### src/hdl/rainflow_cycle_counter_macros.svh
// Assertion macros shared by the rainflow cycle counter modules.
// Each macro expects clk_i and rst_ni in the scope where it is used.
`ifndef RAINFLOW_CYCLE_COUNTER_MACROS_SVH
`define RAINFLOW_CYCLE_COUNTER_MACROS_SVH

// The consequent must hold in the same cycle as the antecedent.
`define RCC_ASSERT_IMPL(label, ante, cons, msg) \
  label: assert property (@(posedge clk_i) disable iff (!rst_ni) (ante) |-> (cons)) \
    else $error(msg);

// The consequent must hold in the cycle after the antecedent.
`define RCC_ASSERT_NEXT(label, ante, cons, msg) \
  label: assert property (@(posedge clk_i) disable iff (!rst_ni) (ante) |=> (cons)) \
    else $error(msg);

`endif

### src/hdl/rcc_pkg.sv
`default_nettype none

package rcc_pkg;

  localparam int unsigned STACK_DEPTH  = 32;
  localparam int unsigned SAMPLE_WIDTH = 16;
  localparam int unsigned RANGE_WIDTH  = 16;
  localparam int unsigned CNT_W        = $clog2(STACK_DEPTH + 1);
  localparam int unsigned PTR_W        = $clog2(STACK_DEPTH);

  // The command queue depth must be a power of two so the pointers wrap.
  localparam int unsigned QUEUE_DEPTH  = 4;
  localparam int unsigned QPTR_W       = $clog2(QUEUE_DEPTH);
  localparam int unsigned QCNT_W       = $clog2(QUEUE_DEPTH + 1);

  typedef logic signed [SAMPLE_WIDTH-1:0] sample_t;
  typedef logic [SAMPLE_WIDTH:0]          diff_t;
  typedef logic [RANGE_WIDTH-1:0]         range_t;
  typedef logic [CNT_W-1:0]               cnt_t;
  typedef logic [QPTR_W-1:0]              qptr_t;
  typedef logic [QCNT_W-1:0]              qcnt_t;

  localparam cnt_t STACK_FULL = cnt_t'(STACK_DEPTH);
  localparam cnt_t RULE_MIN   = cnt_t'(3);

  // Work handed from the front end to the back end for one sample.
  typedef struct packed {
    logic    do_push;
    sample_t push_val;
    logic    do_end;
    sample_t end_val;
  } cmd_t;

  typedef enum logic [3:0] {
    B_IDLE,
    B_PUSH,
    B_RULE,
    B_RD,
    B_CMP,
    B_SHIFT,
    B_END_PUSH,
    B_FL_RD,
    B_FL_EM,
    B_FINISH
  } back_state_e;

  function automatic diff_t abs_diff(sample_t a, sample_t b);
    logic signed [SAMPLE_WIDTH:0] d;
    d = {a[SAMPLE_WIDTH-1], a} - {b[SAMPLE_WIDTH-1], b};
    return d[SAMPLE_WIDTH] ? diff_t'(-d) : diff_t'(d);
  endfunction

  function automatic range_t to_range(diff_t d);
    return range_t'(d);
  endfunction

endpackage

`default_nettype wire

### src/hdl/rcc_ram.sv
`default_nettype none

module rcc_ram #(
  parameter int unsigned Width = 16,
  parameter int unsigned Depth = 32
) (
  input  logic                     clk_i,
  input  logic                     we_i,
  input  logic [$clog2(Depth)-1:0] waddr_i,
  input  logic [Width-1:0]         wdata_i,
  input  logic [$clog2(Depth)-1:0] raddr_a_i,
  input  logic [$clog2(Depth)-1:0] raddr_b_i,
  output logic [Width-1:0]         rdata_a_o,
  output logic [Width-1:0]         rdata_b_o
);

  logic [Width-1:0] mem_q [Depth];

  always_ff @(posedge clk_i) begin
    if (we_i) begin
      mem_q[waddr_i] <= wdata_i;
    end
    rdata_a_o <= mem_q[raddr_a_i];
    rdata_b_o <= mem_q[raddr_b_i];
  end

endmodule

`default_nettype wire

### src/hdl/rcc_front.sv
`default_nettype none

module rcc_front (
  input  logic             clk_i,
  input  logic             rst_ni,
  input  logic             in_valid_i,
  output logic             in_ready_o,
  input  rcc_pkg::sample_t sample_i,
  input  logic             end_of_series_i,
  input  logic             q_full_i,
  output logic             q_push_o,
  output rcc_pkg::cmd_t    q_data_o
);

  logic [1:0]       seen_q, seen_d;
  rcc_pkg::sample_t prev_q, prev_d;
  rcc_pkg::sample_t cand_q, cand_d;
  logic signed [rcc_pkg::SAMPLE_WIDTH:0] s1, s2;
  logic turn;
  logic accept;

  assign in_ready_o = !q_full_i;
  assign accept     = in_valid_i && in_ready_o;

  always_comb begin
    s1 = {cand_q[rcc_pkg::SAMPLE_WIDTH-1], cand_q} - {prev_q[rcc_pkg::SAMPLE_WIDTH-1], prev_q};
    s2 = {sample_i[rcc_pkg::SAMPLE_WIDTH-1], sample_i}
       - {cand_q[rcc_pkg::SAMPLE_WIDTH-1], cand_q};
    // The candidate is a turning point when the slope into it is not flat and
    // the slope out of it is flat or has the opposite sign.
    turn = (s1 != '0) && ((s2 == '0) || (s1[rcc_pkg::SAMPLE_WIDTH] != s2[rcc_pkg::SAMPLE_WIDTH]));

    q_data_o.do_push  = ((seen_q == 2'd0) && !end_of_series_i) || (seen_q[1] && turn);
    q_data_o.push_val = (seen_q == 2'd0) ? sample_i : cand_q;
    q_data_o.do_end   = end_of_series_i;
    q_data_o.end_val  = sample_i;
    q_push_o          = accept && (q_data_o.do_push || q_data_o.do_end);

    seen_d = seen_q;
    prev_d = prev_q;
    cand_d = cand_q;
    if (accept) begin
      if (end_of_series_i) begin
        seen_d = 2'd0;
        prev_d = '0;
        cand_d = '0;
      end else begin
        prev_d = cand_q;
        cand_d = sample_i;
        seen_d = seen_q[1] ? seen_q : seen_q + 2'd1;
      end
    end
  end

  always_ff @(posedge clk_i or negedge rst_ni) begin
    if (!rst_ni) begin
      seen_q <= 2'd0;
      prev_q <= '0;
      cand_q <= '0;
    end else begin
      seen_q <= seen_d;
      prev_q <= prev_d;
      cand_q <= cand_d;
    end
  end

endmodule

`default_nettype wire

### src/hdl/rcc_cmd_fifo.sv
`default_nettype none
`include "rainflow_cycle_counter_macros.svh"

module rcc_cmd_fifo (
  input  logic          clk_i,
  input  logic          rst_ni,
  input  logic          push_i,
  input  rcc_pkg::cmd_t data_i,
  output logic          full_o,
  input  logic          pop_i,
  output logic          empty_o,
  output rcc_pkg::cmd_t data_o
);

  rcc_pkg::cmd_t  mem_q [rcc_pkg::QUEUE_DEPTH];
  rcc_pkg::qptr_t wptr_q, wptr_d;
  rcc_pkg::qptr_t rptr_q, rptr_d;
  rcc_pkg::qcnt_t cnt_q, cnt_d;

  assign full_o  = (cnt_q == rcc_pkg::qcnt_t'(rcc_pkg::QUEUE_DEPTH));
  assign empty_o = (cnt_q == '0);
  assign data_o  = mem_q[rptr_q];

  always_comb begin
    wptr_d = push_i ? wptr_q + rcc_pkg::qptr_t'(1) : wptr_q;
    rptr_d = pop_i ? rptr_q + rcc_pkg::qptr_t'(1) : rptr_q;
    cnt_d  = cnt_q;
    if (push_i && !pop_i) begin
      cnt_d = cnt_q + rcc_pkg::qcnt_t'(1);
    end else if (pop_i && !push_i) begin
      cnt_d = cnt_q - rcc_pkg::qcnt_t'(1);
    end
  end

  always_ff @(posedge clk_i) begin
    if (push_i) begin
      mem_q[wptr_q] <= data_i;
    end
  end

  always_ff @(posedge clk_i or negedge rst_ni) begin
    if (!rst_ni) begin
      wptr_q <= '0;
      rptr_q <= '0;
      cnt_q  <= '0;
    end else begin
      wptr_q <= wptr_d;
      rptr_q <= rptr_d;
      cnt_q  <= cnt_d;
    end
  end

  `RCC_ASSERT_IMPL(a_push_has_room, push_i, !full_o, "command queue written while full")
  `RCC_ASSERT_IMPL(a_pop_has_entry, pop_i, !empty_o, "command queue read while empty")
  `RCC_ASSERT_NEXT(a_push_not_lost, push_i && !pop_i, !empty_o, "queued command vanished")

endmodule

`default_nettype wire

### src/hdl/rcc_back.sv
`default_nettype none
`include "rainflow_cycle_counter_macros.svh"

module rcc_back (
  input  logic            clk_i,
  input  logic            rst_ni,
  input  logic            q_empty_i,
  input  rcc_pkg::cmd_t   q_data_i,
  output logic            q_pop_o,
  output logic            out_valid_o,
  input  logic            out_ready_i,
  output rcc_pkg::range_t cycle_range_o,
  output logic            is_full_cycle_o,
  output logic            last_of_run_o,
  output logic            stack_overflow_o
);

  rcc_pkg::back_state_e state_q, state_d;
  rcc_pkg::cmd_t        cmd_q, cmd_d;
  rcc_pkg::cnt_t        cnt_q, cnt_d;
  rcc_pkg::cnt_t        idx_q, idx_d;
  logic                 ovf_q, ovf_d;
  rcc_pkg::sample_t     pa_q, pa_d;
  rcc_pkg::sample_t     pb_q, pb_d;
  rcc_pkg::diff_t       x_q, x_d;

  // One finished result waits here until it is known whether it is the last
  // one of its sample.
  logic                 hold_v_q, hold_v_d;
  rcc_pkg::range_t      hold_range_q, hold_range_d;
  logic                 hold_full_q, hold_full_d;
  logic                 hold_ovf_q, hold_ovf_d;

  logic                 out_v_q, out_v_d;
  rcc_pkg::range_t      out_range_q;
  logic                 out_full_q;
  logic                 out_last_q;
  logic                 out_ovf_q;

  rcc_pkg::cnt_t        cm1, cm2, cm3, idx_p1;
  rcc_pkg::diff_t       y, r;
  rcc_pkg::sample_t     rdata_a, rdata_b, wdata;
  logic [rcc_pkg::PTR_W-1:0] raddr_a, raddr_b, waddr;
  logic                 we;
  logic                 out_free, emit_ok, emit, close, move;
  rcc_pkg::range_t      emit_range;
  logic                 emit_full;

  rcc_ram #(
    .Width(rcc_pkg::SAMPLE_WIDTH),
    .Depth(rcc_pkg::STACK_DEPTH)
  ) u_stack (
    .clk_i    (clk_i),
    .we_i     (we),
    .waddr_i  (waddr),
    .wdata_i  (wdata),
    .raddr_a_i(raddr_a),
    .raddr_b_i(raddr_b),
    .rdata_a_o(rdata_a),
    .rdata_b_o(rdata_b)
  );

  assign cm1    = cnt_q - rcc_pkg::cnt_t'(1);
  assign cm2    = cnt_q - rcc_pkg::cnt_t'(2);
  assign cm3    = cnt_q - rcc_pkg::cnt_t'(3);
  assign idx_p1 = idx_q + rcc_pkg::cnt_t'(1);

  assign out_free = !out_v_q || out_ready_i;
  assign emit_ok  = !hold_v_q || out_free;

  always_comb begin
    state_d    = state_q;
    cmd_d      = cmd_q;
    cnt_d      = cnt_q;
    idx_d      = idx_q;
    ovf_d      = ovf_q;
    pa_d       = pa_q;
    pb_d       = pb_q;
    x_d        = x_q;
    q_pop_o    = 1'b0;
    we         = 1'b0;
    waddr      = cnt_q[rcc_pkg::PTR_W-1:0];
    wdata      = cmd_q.push_val;
    raddr_a    = cm1[rcc_pkg::PTR_W-1:0];
    raddr_b    = cm2[rcc_pkg::PTR_W-1:0];
    emit       = 1'b0;
    emit_range = '0;
    emit_full  = 1'b0;
    close      = 1'b0;
    y          = rcc_pkg::abs_diff(pb_q, rdata_a);
    r          = rcc_pkg::abs_diff(rdata_a, rdata_b);

    unique case (state_q)
      rcc_pkg::B_IDLE: begin
        if (!q_empty_i) begin
          q_pop_o = 1'b1;
          cmd_d   = q_data_i;
          state_d = q_data_i.do_push ? rcc_pkg::B_PUSH : rcc_pkg::B_END_PUSH;
        end
      end
      rcc_pkg::B_PUSH: begin
        if (cnt_q < rcc_pkg::STACK_FULL) begin
          we    = 1'b1;
          cnt_d = cnt_q + rcc_pkg::cnt_t'(1);
        end else begin
          ovf_d = 1'b1;
        end
        state_d = rcc_pkg::B_RULE;
      end
      rcc_pkg::B_RULE: begin
        if (cnt_q >= rcc_pkg::RULE_MIN) begin
          state_d = rcc_pkg::B_RD;
        end else begin
          state_d = cmd_q.do_end ? rcc_pkg::B_END_PUSH : rcc_pkg::B_FINISH;
        end
      end
      rcc_pkg::B_RD: begin
        pa_d    = rdata_a;
        pb_d    = rdata_b;
        x_d     = rcc_pkg::abs_diff(rdata_a, rdata_b);
        raddr_a = cm3[rcc_pkg::PTR_W-1:0];
        state_d = rcc_pkg::B_CMP;
      end
      rcc_pkg::B_CMP: begin
        raddr_a = cm3[rcc_pkg::PTR_W-1:0];
        if ((x_q >= y) && (y != '0)) begin
          if (emit_ok) begin
            emit       = 1'b1;
            emit_range = rcc_pkg::to_range(y);
            we         = 1'b1;
            if (cnt_q == rcc_pkg::RULE_MIN) begin
              // The range starts at the bottom of the stack: half cycle, and
              // the bottom point is dropped by moving the other two down.
              emit_full = 1'b0;
              waddr     = '0;
              wdata     = pb_q;
              cnt_d     = rcc_pkg::cnt_t'(2);
              state_d   = rcc_pkg::B_SHIFT;
            end else begin
              emit_full = 1'b1;
              waddr     = cm3[rcc_pkg::PTR_W-1:0];
              wdata     = pa_q;
              cnt_d     = cm2;
              state_d   = rcc_pkg::B_RULE;
            end
          end
        end else begin
          state_d = cmd_q.do_end ? rcc_pkg::B_END_PUSH : rcc_pkg::B_FINISH;
        end
      end
      rcc_pkg::B_SHIFT: begin
        we      = 1'b1;
        waddr   = rcc_pkg::PTR_W'(1);
        wdata   = pa_q;
        state_d = rcc_pkg::B_RULE;
      end
      rcc_pkg::B_END_PUSH: begin
        wdata = cmd_q.end_val;
        if (cnt_q < rcc_pkg::STACK_FULL) begin
          we    = 1'b1;
          cnt_d = cnt_q + rcc_pkg::cnt_t'(1);
        end else begin
          ovf_d = 1'b1;
        end
        idx_d   = '0;
        state_d = rcc_pkg::B_FL_RD;
      end
      rcc_pkg::B_FL_RD: begin
        raddr_a = idx_q[rcc_pkg::PTR_W-1:0];
        raddr_b = idx_p1[rcc_pkg::PTR_W-1:0];
        if (idx_p1 < cnt_q) begin
          state_d = rcc_pkg::B_FL_EM;
        end else begin
          // The residue is flushed: the next sample starts a new series.
          cnt_d   = '0;
          ovf_d   = 1'b0;
          state_d = rcc_pkg::B_FINISH;
        end
      end
      rcc_pkg::B_FL_EM: begin
        raddr_a = idx_q[rcc_pkg::PTR_W-1:0];
        raddr_b = idx_p1[rcc_pkg::PTR_W-1:0];
        if (r != '0) begin
          if (emit_ok) begin
            emit       = 1'b1;
            emit_range = rcc_pkg::to_range(r);
            emit_full  = 1'b0;
            idx_d      = idx_p1;
            state_d    = rcc_pkg::B_FL_RD;
          end
        end else begin
          idx_d   = idx_p1;
          state_d = rcc_pkg::B_FL_RD;
        end
      end
      rcc_pkg::B_FINISH: begin
        if (!hold_v_q || out_free) begin
          close   = 1'b1;
          state_d = rcc_pkg::B_IDLE;
        end
      end
      default: begin
        state_d = rcc_pkg::B_IDLE;
      end
    endcase
  end

  // A new result pushes the held one out as not last; closing a command
  // pushes it out as the last of its sample.
  always_comb begin
    move         = hold_v_q && (emit || close);
    hold_v_d     = hold_v_q;
    hold_range_d = hold_range_q;
    hold_full_d  = hold_full_q;
    hold_ovf_d   = hold_ovf_q;
    if (emit) begin
      hold_v_d     = 1'b1;
      hold_range_d = emit_range;
      hold_full_d  = emit_full;
      hold_ovf_d   = ovf_q;
    end else if (close) begin
      hold_v_d = 1'b0;
    end
    out_v_d = move || (out_v_q && !out_ready_i);
  end

  always_ff @(posedge clk_i or negedge rst_ni) begin
    if (!rst_ni) begin
      state_q  <= rcc_pkg::B_IDLE;
      cnt_q    <= '0;
      idx_q    <= '0;
      ovf_q    <= 1'b0;
      hold_v_q <= 1'b0;
      out_v_q  <= 1'b0;
    end else begin
      state_q  <= state_d;
      cnt_q    <= cnt_d;
      idx_q    <= idx_d;
      ovf_q    <= ovf_d;
      hold_v_q <= hold_v_d;
      out_v_q  <= out_v_d;
    end
  end

  always_ff @(posedge clk_i) begin
    cmd_q        <= cmd_d;
    pa_q         <= pa_d;
    pb_q         <= pb_d;
    x_q          <= x_d;
    hold_range_q <= hold_range_d;
    hold_full_q  <= hold_full_d;
    hold_ovf_q   <= hold_ovf_d;
    if (move) begin
      out_range_q <= hold_range_q;
      out_full_q  <= hold_full_q;
      out_ovf_q   <= hold_ovf_q;
      out_last_q  <= close;
    end
  end

  assign out_valid_o      = out_v_q;
  assign cycle_range_o    = out_range_q;
  assign is_full_cycle_o  = out_full_q;
  assign last_of_run_o    = out_last_q;
  assign stack_overflow_o = out_ovf_q;

  `RCC_ASSERT_IMPL(a_move_into_free, move, !out_v_q || out_ready_i, "result overwrote output")
  `RCC_ASSERT_IMPL(a_rule_depth, state_q == rcc_pkg::B_RD, cnt_q >= rcc_pkg::RULE_MIN, "rule on short stack")
  `RCC_ASSERT_IMPL(a_idle_drained, state_q == rcc_pkg::B_IDLE, !hold_v_q, "result held while idle")

endmodule

`default_nettype wire

### src/hdl/rainflow_cycle_counter.sv
// Channel   Direction  Handshake              Payload
// input     in         in_valid_i/in_ready_o  sample_i, end_of_series_i
// result    out        out_valid_o/out_ready_i cycle_range_o, is_full_cycle_o,
//                                              last_of_run_o, stack_overflow_o
//
// Samples are taken one a cycle while the four-entry command queue has room; only the
// first sample of a series, turning points and series ends reach the back end. It pops a
// command, pushes each point and runs the rule test (skipped under three points; a half
// cycle drops the bottom point), pushes the end sample of a series, emits each residual
// pair, ends the flush and closes the sample. Reset clears the control state but not the
// stack RAM. A stalled result holds the back end, so the queue fills and in_ready_o drops.
`default_nettype none

module rainflow_cycle_counter (
  input  logic                         clk_i,
  input  logic                         rst_ni,
  input  logic                         in_valid_i,
  output logic                         in_ready_o,
  input  logic signed [rcc_pkg::SAMPLE_WIDTH-1:0] sample_i,
  input  logic                         end_of_series_i,
  output logic                         out_valid_o,
  input  logic                         out_ready_i,
  output logic [rcc_pkg::RANGE_WIDTH-1:0] cycle_range_o,
  output logic                         is_full_cycle_o,
  output logic                         last_of_run_o,
  output logic                         stack_overflow_o
);

  rcc_pkg::cmd_t push_data;
  rcc_pkg::cmd_t pop_data;
  logic          q_push;
  logic          q_pop;
  logic          q_full;
  logic          q_empty;

  rcc_front u_front (
    .clk_i          (clk_i),
    .rst_ni         (rst_ni),
    .in_valid_i     (in_valid_i),
    .in_ready_o     (in_ready_o),
    .sample_i       (sample_i),
    .end_of_series_i(end_of_series_i),
    .q_full_i       (q_full),
    .q_push_o       (q_push),
    .q_data_o       (push_data)
  );

  rcc_cmd_fifo u_queue (
    .clk_i  (clk_i),
    .rst_ni (rst_ni),
    .push_i (q_push),
    .data_i (push_data),
    .full_o (q_full),
    .pop_i  (q_pop),
    .empty_o(q_empty),
    .data_o (pop_data)
  );

  rcc_back u_back (
    .clk_i           (clk_i),
    .rst_ni          (rst_ni),
    .q_empty_i       (q_empty),
    .q_data_i        (pop_data),
    .q_pop_o         (q_pop),
    .out_valid_o     (out_valid_o),
    .out_ready_i     (out_ready_i),
    .cycle_range_o   (cycle_range_o),
    .is_full_cycle_o (is_full_cycle_o),
    .last_of_run_o   (last_of_run_o),
    .stack_overflow_o(stack_overflow_o)
  );

endmodule

`default_nettype wire

### config.mk
export PLATFORM = sky130hd
export DESIGN_NAME = rainflow_cycle_counter
export DESIGN_NICKNAME = d
export VERILOG_FILES = /design/src/hdl/rcc_pkg.sv /design/src/hdl/rcc_ram.sv /design/src/hdl/rcc_front.sv /design/src/hdl/rcc_cmd_fifo.sv /design/src/hdl/rcc_back.sv /design/src/hdl/rainflow_cycle_counter.sv
export VERILOG_INCLUDE_DIRS = /design/src /design/src/hdl
export SDC_FILE = /design/constraint.sdc
export NUM_CORES = 2
export LEC_CHECK = 0
export ABC_AREA = 1
export ABC_CLOCK_PERIOD_IN_PS = 10850
export BUFFER_PORTS_ARGS = -buffer_cell sky130_fd_sc_hd__buf_4
export CAP_MARGIN = 20
export CORE_ASPECT_RATIO = 0.8
export CORE_MARGIN = 2
export CORE_UTILIZATION = 55
export DETAILED_ROUTE_END_ITERATION = 10
export PLACE_DENSITY = 0.71
export SYNTH_ARGS = -nofsm -noshare
export SYNTH_HDL_FRONTEND = slang
export SYNTH_SLANG_ARGS = --single-unit
### constraint.sdc
create_clock -name clk_i -period 10.85 [get_ports clk_i]
set_input_delay 0 -clock clk_i [delete_from_list [all_inputs] [get_ports clk_i]]
set_output_delay 0 -clock clk_i [all_outputs]
set_load 0.1 [all_outputs]
### Word level (Yosys, flattened, before mapping)

Memory sizes are Yosys's and may differ from the RTL's. A register that Yosys moved wholly into a read port is not among the register bits.
Cells that the tools add are included.

* muxes and demuxes: 64
* reductions and logical operators: 47
* equal/unequal tests: 22
* $add $sub $neg: 16
* magnitude comparators: 4
* bitwise logic cells: 1

Operator list (count)
* 16-bit two-way mux: 10
* 16-bit by 16-bit subtractor with 17-bit output: 4
* 17-bit nonzero test: 3
* 16-bit case mux with 3 select lines: 1
* 6-bit two-way mux: 7
* 4-bit case mux with 9 select lines: 1
* 17-bit two-way mux: 2
* 17-bit negator: 2
* 4-bit two-way mux: 8
* 16-bit case mux with 2 select lines: 1
* 5-bit two-way mux: 4
* 5-bit case mux with 2 select lines: 2
* 6-bit case mux with 3 select lines: 1
* 17-bit greater-or-equal comparator: 1
* 17-bit logical NOT: 1
* 1-bit two-way mux: 17
* 4-bit by 3-bit == test with 1-bit output, second input constant: 4
* 6-bit by 1-bit adder with 6-bit output, second input constant: 2
* 3-bit two-way mux: 4
* 6-bit case mux with 2 select lines: 1
* 1-bit logical AND: 10
* 4-bit by 2-bit == test with 1-bit output, second input constant: 2
* 4-bit == test, second input constant: 2
* 2-bit by 1-bit != test with 1-bit output, second input constant: 4
* 31 further kinds: 60

* bits in registers: 179
* RAM bits: 648
* logic and storage cells: 182
* output and inout port bits: 21
* memories kept: 2
* input port bits: 21

Memories
* u_back.u_stack.mem_q: depth 32, bits a word 16, rd ports 2, clocked after memory_dff 2, write ports 1, line rcc_ram.sv:17 `logic [Width-1:0] mem_q [Depth];`
* u_queue.mem_q: depth 4, bits a word 34, rd ports 1, clocked after memory_dff 0, write ports 1, line rcc_cmd_fifo.sv:15 `rcc_pkg::cmd_t mem_q [rcc_pkg::QUEUE_DEPTH];`

### Depth between registers and ports, before layout

* word-level depth: 12
* gate-level depth with buffers: 37
* depth with buffers taken out: 37

### Hierarchy

A second synthesis with hierarchy kept.

* cell total of the unflattened synthesis: 5354
* area, all modules: 46514.6 um^2

Modules (own cells, without submodules)
* rcc_ram: seq. area each 16015.4 um^2, area each 27081.0 um^2, instances 1, cells an instance 3027
* rcc_back: seq. area each 4048.9 um^2, area each 9894.5 um^2, instances 1, cells an instance 1251
* rcc_cmd_fifo: seq. area each 4259.1 um^2, area each 5773.0 um^2, instances 1, cells an instance 444
* rcc_front: seq. area each 850.8 um^2, area each 3766.1 um^2, instances 1, cells an instance 632

### Worst setup path after synthesis

Ideal clock, no wire load.

* kind: reg2reg
* from: register u_back.pb_q[0]
* to: memory u_back.u_stack.mem_q[0][1] (data pin)
* arrival time: 4.583 ns
* buffers on the path: 1
* stages on the path, launching flop included: 25
* library setup time: 0.390 ns
* slack: 5.876 ns
* required time: 10.460 ns
* clock period less this slack: 4.974 ns
* cells stage by stage: edfxtp_1 inv_1 ha_1 fa_1 ha_1 a21boi_0 nand3_2 nor2_2 nand3_1 nor2_2 nand3_1 nor3_2 nand4_1 ha_1 nand2_1 inv_1 nand3_1 nor2_1 nand4_1 nor3_1 nor2_1 nand2_4 nand4_4 clkbuf_1 o221ai_1

* cells in the longest elaborated chain, start to end: 7
* elaborated cells on any way between the ends: 8
* those cells by class: 2 x add/sub; 1 x order compare; 3 x mux; 2 x reduce/logical

Ends and longest elaborated chain
* from (decl): line rcc_back.sv:24 `rcc_pkg::sample_t pb_q, pb_d;`
* from (signal assigned): line rcc_back.sv:248 `pb_q <= pb_d;`
* 16-bit by 16-bit subtractor with 17-bit output *: line rcc_pkg.sv:49 `d = {a[SAMPLE_WIDTH-1], a} - {b[SAMPLE_WIDTH-1], b};`
* 17-bit negator: line rcc_pkg.sv:50 `return d[SAMPLE_WIDTH] ? diff_t'(-d) : diff_t'(d);`
* 17-bit two-way mux *: line rcc_pkg.sv:50
* 17-bit greater-or-equal comparator / 17-bit nonzero test (equally long branches): line rcc_back.sv:126 `if ((x_q >= y) && (y != '0)) begin`
* 1-bit logical AND *: line rcc_back.sv:126
* 16-bit two-way mux *: line rcc_back.sv:126
* 16-bit case mux with 3 select lines *: line rcc_back.sv:93 `unique case (state_q)`
* net u_back.u_stack.wdata_i[1]: line rcc_ram.sv:10 `input logic [Width-1:0] wdata_i,`
* to (decl): line rcc_ram.sv:17

The timed path passes the listed nets; every way through them passes the cells marked *.

### Final worst setup path

* from: register u_back.pb_q[0]
* to: memory u_back.u_stack.mem_q[40][8], in the netlist u_back.u_stack.mem_q[10][8], enable pin

* cells in the longest elaborated chain, start to end: 9
* elaborated cells on any way between the ends: 12
* those cells by class: 2 x add/sub; 1 x order compare; 7 x mux; 2 x reduce/logical

Ends and longest elaborated chain
* 16-bit by 16-bit subtractor with 17-bit output *: line rcc_pkg.sv:49
* 17-bit negator: line rcc_pkg.sv:50
* 17-bit two-way mux *: line rcc_pkg.sv:50
* 17-bit greater-or-equal comparator / 17-bit nonzero test (equally long branches): line rcc_back.sv:126
* 1-bit logical AND *: line rcc_back.sv:126
* 1-bit two-way mux: line rcc_back.sv:126
* 1-bit case mux with 3 select lines: line rcc_back.sv:93
* 1-bit two-way mux: line rcc_ram.sv:20 `if (we_i) begin`
* 1-bit two-way mux (implied by the code): line rcc_ram.sv:21 `mem_q[waddr_i] <= wdata_i;`

Every way passes the cells marked *; elsewhere a longest branch is shown, timed or not.

==> metrics <==
Worst-Skew Late Latency=670 ps; TritonCTS clock tree=yes; CP max stage cell=nor2_2; Worst Max-Slew Pin Slew=1138 ps; Adder-Cell Fraction of Synth Area=0.02974; CP Capture Type=flop; starting DRC count in detailed routing=5507; Seq/Total Area, Yosys=0.5821; Finished Core Util=0.6150; Non-Filler Instances=5402; XOR/XNOR share of the synthesized area=0.01450; setup TNS=0 ps; DRT Wirelength=128000 um; Post-synth top flop=edfxtp_1; Max Freq=0.1547 GHz; DP Cell Count=5221; clock root buffer=clkbuf_16; Synth Area in Compound Gates=0.1736; first-pass GRT wire length=189900 um; number of fill cells=6177; Crit Path Max Fanout=37; die height=254.8 um; Synth Instances=4370; GR Util met2=0.4407; Post-Synth Simple-Gate Area=0.1498; Arrival @ worst endpoint=6730 ps; cell class contributing the biggest share of worst-path delay=simple AND/OR/NAND/NOR gates; Final WS setup=4387 ps; share of the cycle needed by the critical path after routing=0.5957; Die Span X=317.5 um; total setup buffers inserted after CTS=0; WS Path Type=flop to flop; largest net degree at the start of global routing=198; status=finished clean; fraction of synthesized area in multiplexers=0; Synth Register Bits=859; Max-Cap Viols=0; # port buffers=41; syn nets=4492; HPWL Detailed=83060 um; Die Area=0.08090 mm^2; met3 usage=0.08997; met1 GRT Util=0.4554; Final Wtd Congestion=0.9904; worst path required time=11110 ps; slowest cell delay on critical path=930 ps; HP Class=input pin to flop; initial antenna violation count=3; dpl ws=4458 ps; DRC Markers=0; Synth async-reset ratio=0.06985; Final Max Tran Viols=0; Vias/cell=6.353; grt total ovfl=0; synth warn=0; first-pass detailed-route iteration total=6; relative slew slack=0.2416; remaining antenna violation count=0; Worst setup SP type=flop; clock tree buffer depth=3; area delta synth->final=10.10%; Clock Skews=35.03 ps; RSZ-0062 raised after global routing=no; mapped cell area=0.04325 mm^2; nets@finish=4436; EDFF count, synth=767; Fin. Hold Viols=0; Core Rows=91; vias in the first global route=30860; clk sinks=859; cts hold-fix bufs=22; main combinational cell family by area after synthesis=compound AO/OA/AOI/OAI gates; I/O pins=42; Mapped Avg Cell Area=9.896 um^2; Initial Util=0.5585; CTS Buf Count=86; Total GRT Usage=0.3107; H-tree depth=3; CP bufs+invs=2; Synth cell types=62; Core Box Area=0.07742 mm^2; min Tclk post-route=6463 ps; final setup fails=0; PostCTS Resize Cnt=0; CTS clk-pin slew, worst paths=70 ps; share of layout cells above drive strength 1=0.08611; wire per inst=23.69 um; gr busiest metal=met1; Vias=34320
==> state kept, by name, summed over array words and instances, names as in the netlist, 2 cells and up <==
signal                    flops
u_back.u_stack.mem_q        512
u_queue.mem_q               136
u_back.cmd_q                 33
u_back.x_q                   17
u_back.cycle_range_o         16
u_back.hold_range_q          16
u_back.pa_q                  16
u_back.pb_q                  16
u_back.u_stack.rdata_a_o     16
u_back.u_stack.rdata_b_o     16
u_front.cand_q               16
u_front.prev_q               16
u_back.cnt_q                  6
u_back.idx_q                  6
u_back.state_q                4
u_queue.cnt_q                 3
u_front.seen_q                2
u_queue.rptr_q                2
u_queue.wptr_q                2
==> worst register-to-register path, cell delays in order (launching register included) <==
cell and delay (ps):
edfxtp_1 320, inv_1 60, ha_1 210, fa_1 560, ha_1 190, a21boi_0 220
nand3_2 140, nor2_2 120, nand3_1 90, nor2_2 170, nor2_1 70, xor2_1 170
inv_1 80, ha_1 300, nand2_1 80, nor3_1 190, nand4_1 130, nor2_1 110
nand4_1 100, nor3_1 170, nor2_1 100, nand2_4 160, nand4_4 630, nand3_2 420
nand3_2 380, nor2_2 940
==> final cells by class <==
cell class | count | area (um^2) | area share
flip-flops and latches | 859 | 25180 | 0.5287
multi-input cells | 2948 | 16240 | 0.3410
clock buffers | 106 | 2258 | 0.04743
well taps | 1023 | 1280 | 0.02688
inverters | 297 | 1129 | 0.02370
repair buffers | 122 | 1094 | 0.02297
clock inverters | 46 | 440.4 | 0.009250
diodes | 1 | 2.502 | 0.00005256
==> Yosys cell counts (17+ instances only) <==
master	n	area (um^2)
a21oi_1	86	430.4
a31oi_1	56	350.3
a32o_1	17	170.2
a32oi_1	18	157.7
buf_2	32	160.2
clkbuf_1	219	822.0
dfrtp_1	60	1501
dfxtp_1	32	640.6
edfxtp_1	767	23030
ha_1	98	1226
inv_1	273	1025
nand2_1	436	1637
nand3_1	155	775.7
nand4_1	31	193.9
nor2_1	827	3104
o211ai_1	123	923.4
o21ai_0	637	3188
o21ai_1	21	105.1
o221ai_1	120	1051
o22ai_1	81	506.7
o32ai_1	30	262.8
or2_2	22	137.6
xnor2_1	18	157.7
xor2_1	48	420.4
==> path summary, 6_finish.rpt <==
path,start,end,slack (ps),cells past startpoint
min,sample_i[1],u_queue.mem_q[0][1],130,2
min reg2reg,u_back.hold_range_q[0],u_back.cycle_range_o[0],420,0
max reg2reg,u_back.pb_q[0],u_back.u_stack.mem_q[10][8],4390,25
max,u_back.pb_q[0],u_back.u_stack.mem_q[10][8],4390,25
min in group asynchronous,rst_ni,u_back.cnt_q[2],490,3
max in group asynchronous,rst_ni,u_front.prev_q[12],8780,4
==> cell usage in the layout, fill, tap and decap left out, drive strengths merged, types with 3 or more instances in the layout <==
cell type,n
nor2,837
edfxtp,767
o21ai,659
nand2,456
inv,291
nand3,168
o211ai,123
o221ai,121
clkbuf,106
buf,100
ha,98
a21oi,88
o22ai,81
dfrtp,60
a31oi,56
xor2,50
clkinv,40
nand4,33
dfxtp,32
o32ai,30
or2,22
dlygate4sd3,22
xnor2,19
a32oi,18
a32o,17
nor3,15
o21bai,9
nand3b,8
a21o,7
bufinv,7
o211a,6
a311oi,6
clkinvlp,5
nor4,4
and2,3
fa,3
==> through the flow <==
step / hold WS, ps / cell area (um^2)
after floorplan: -295.6 / 43250
after global placement: 137.8 / 44540
after detailed placement: 142.3 / 44560
after CTS: 101.1 / 47480
after global routing: 140.0 / 47610
final: 130.3 / 47610
==> logic make-up after synthesis <==
group,after synthesis
buf+inv,563
simple gates,1546
flops,859
fa+ha+maj,101
compound gates,1232
xor+xnor,69
==> per-layer routing <==
layer	vias to the layer above	wire, um	part of all wire
met2	2018	52870	0.41
li1	15620	-	-
met5	-	13	0.00010
met3	260	16910	0.13
met4	2	4449	0.035
met1	16420	53750	0.42
Power is not shown: default switching activity piles up to over one toggle a cycle in this logic, so the estimate is an artifact.
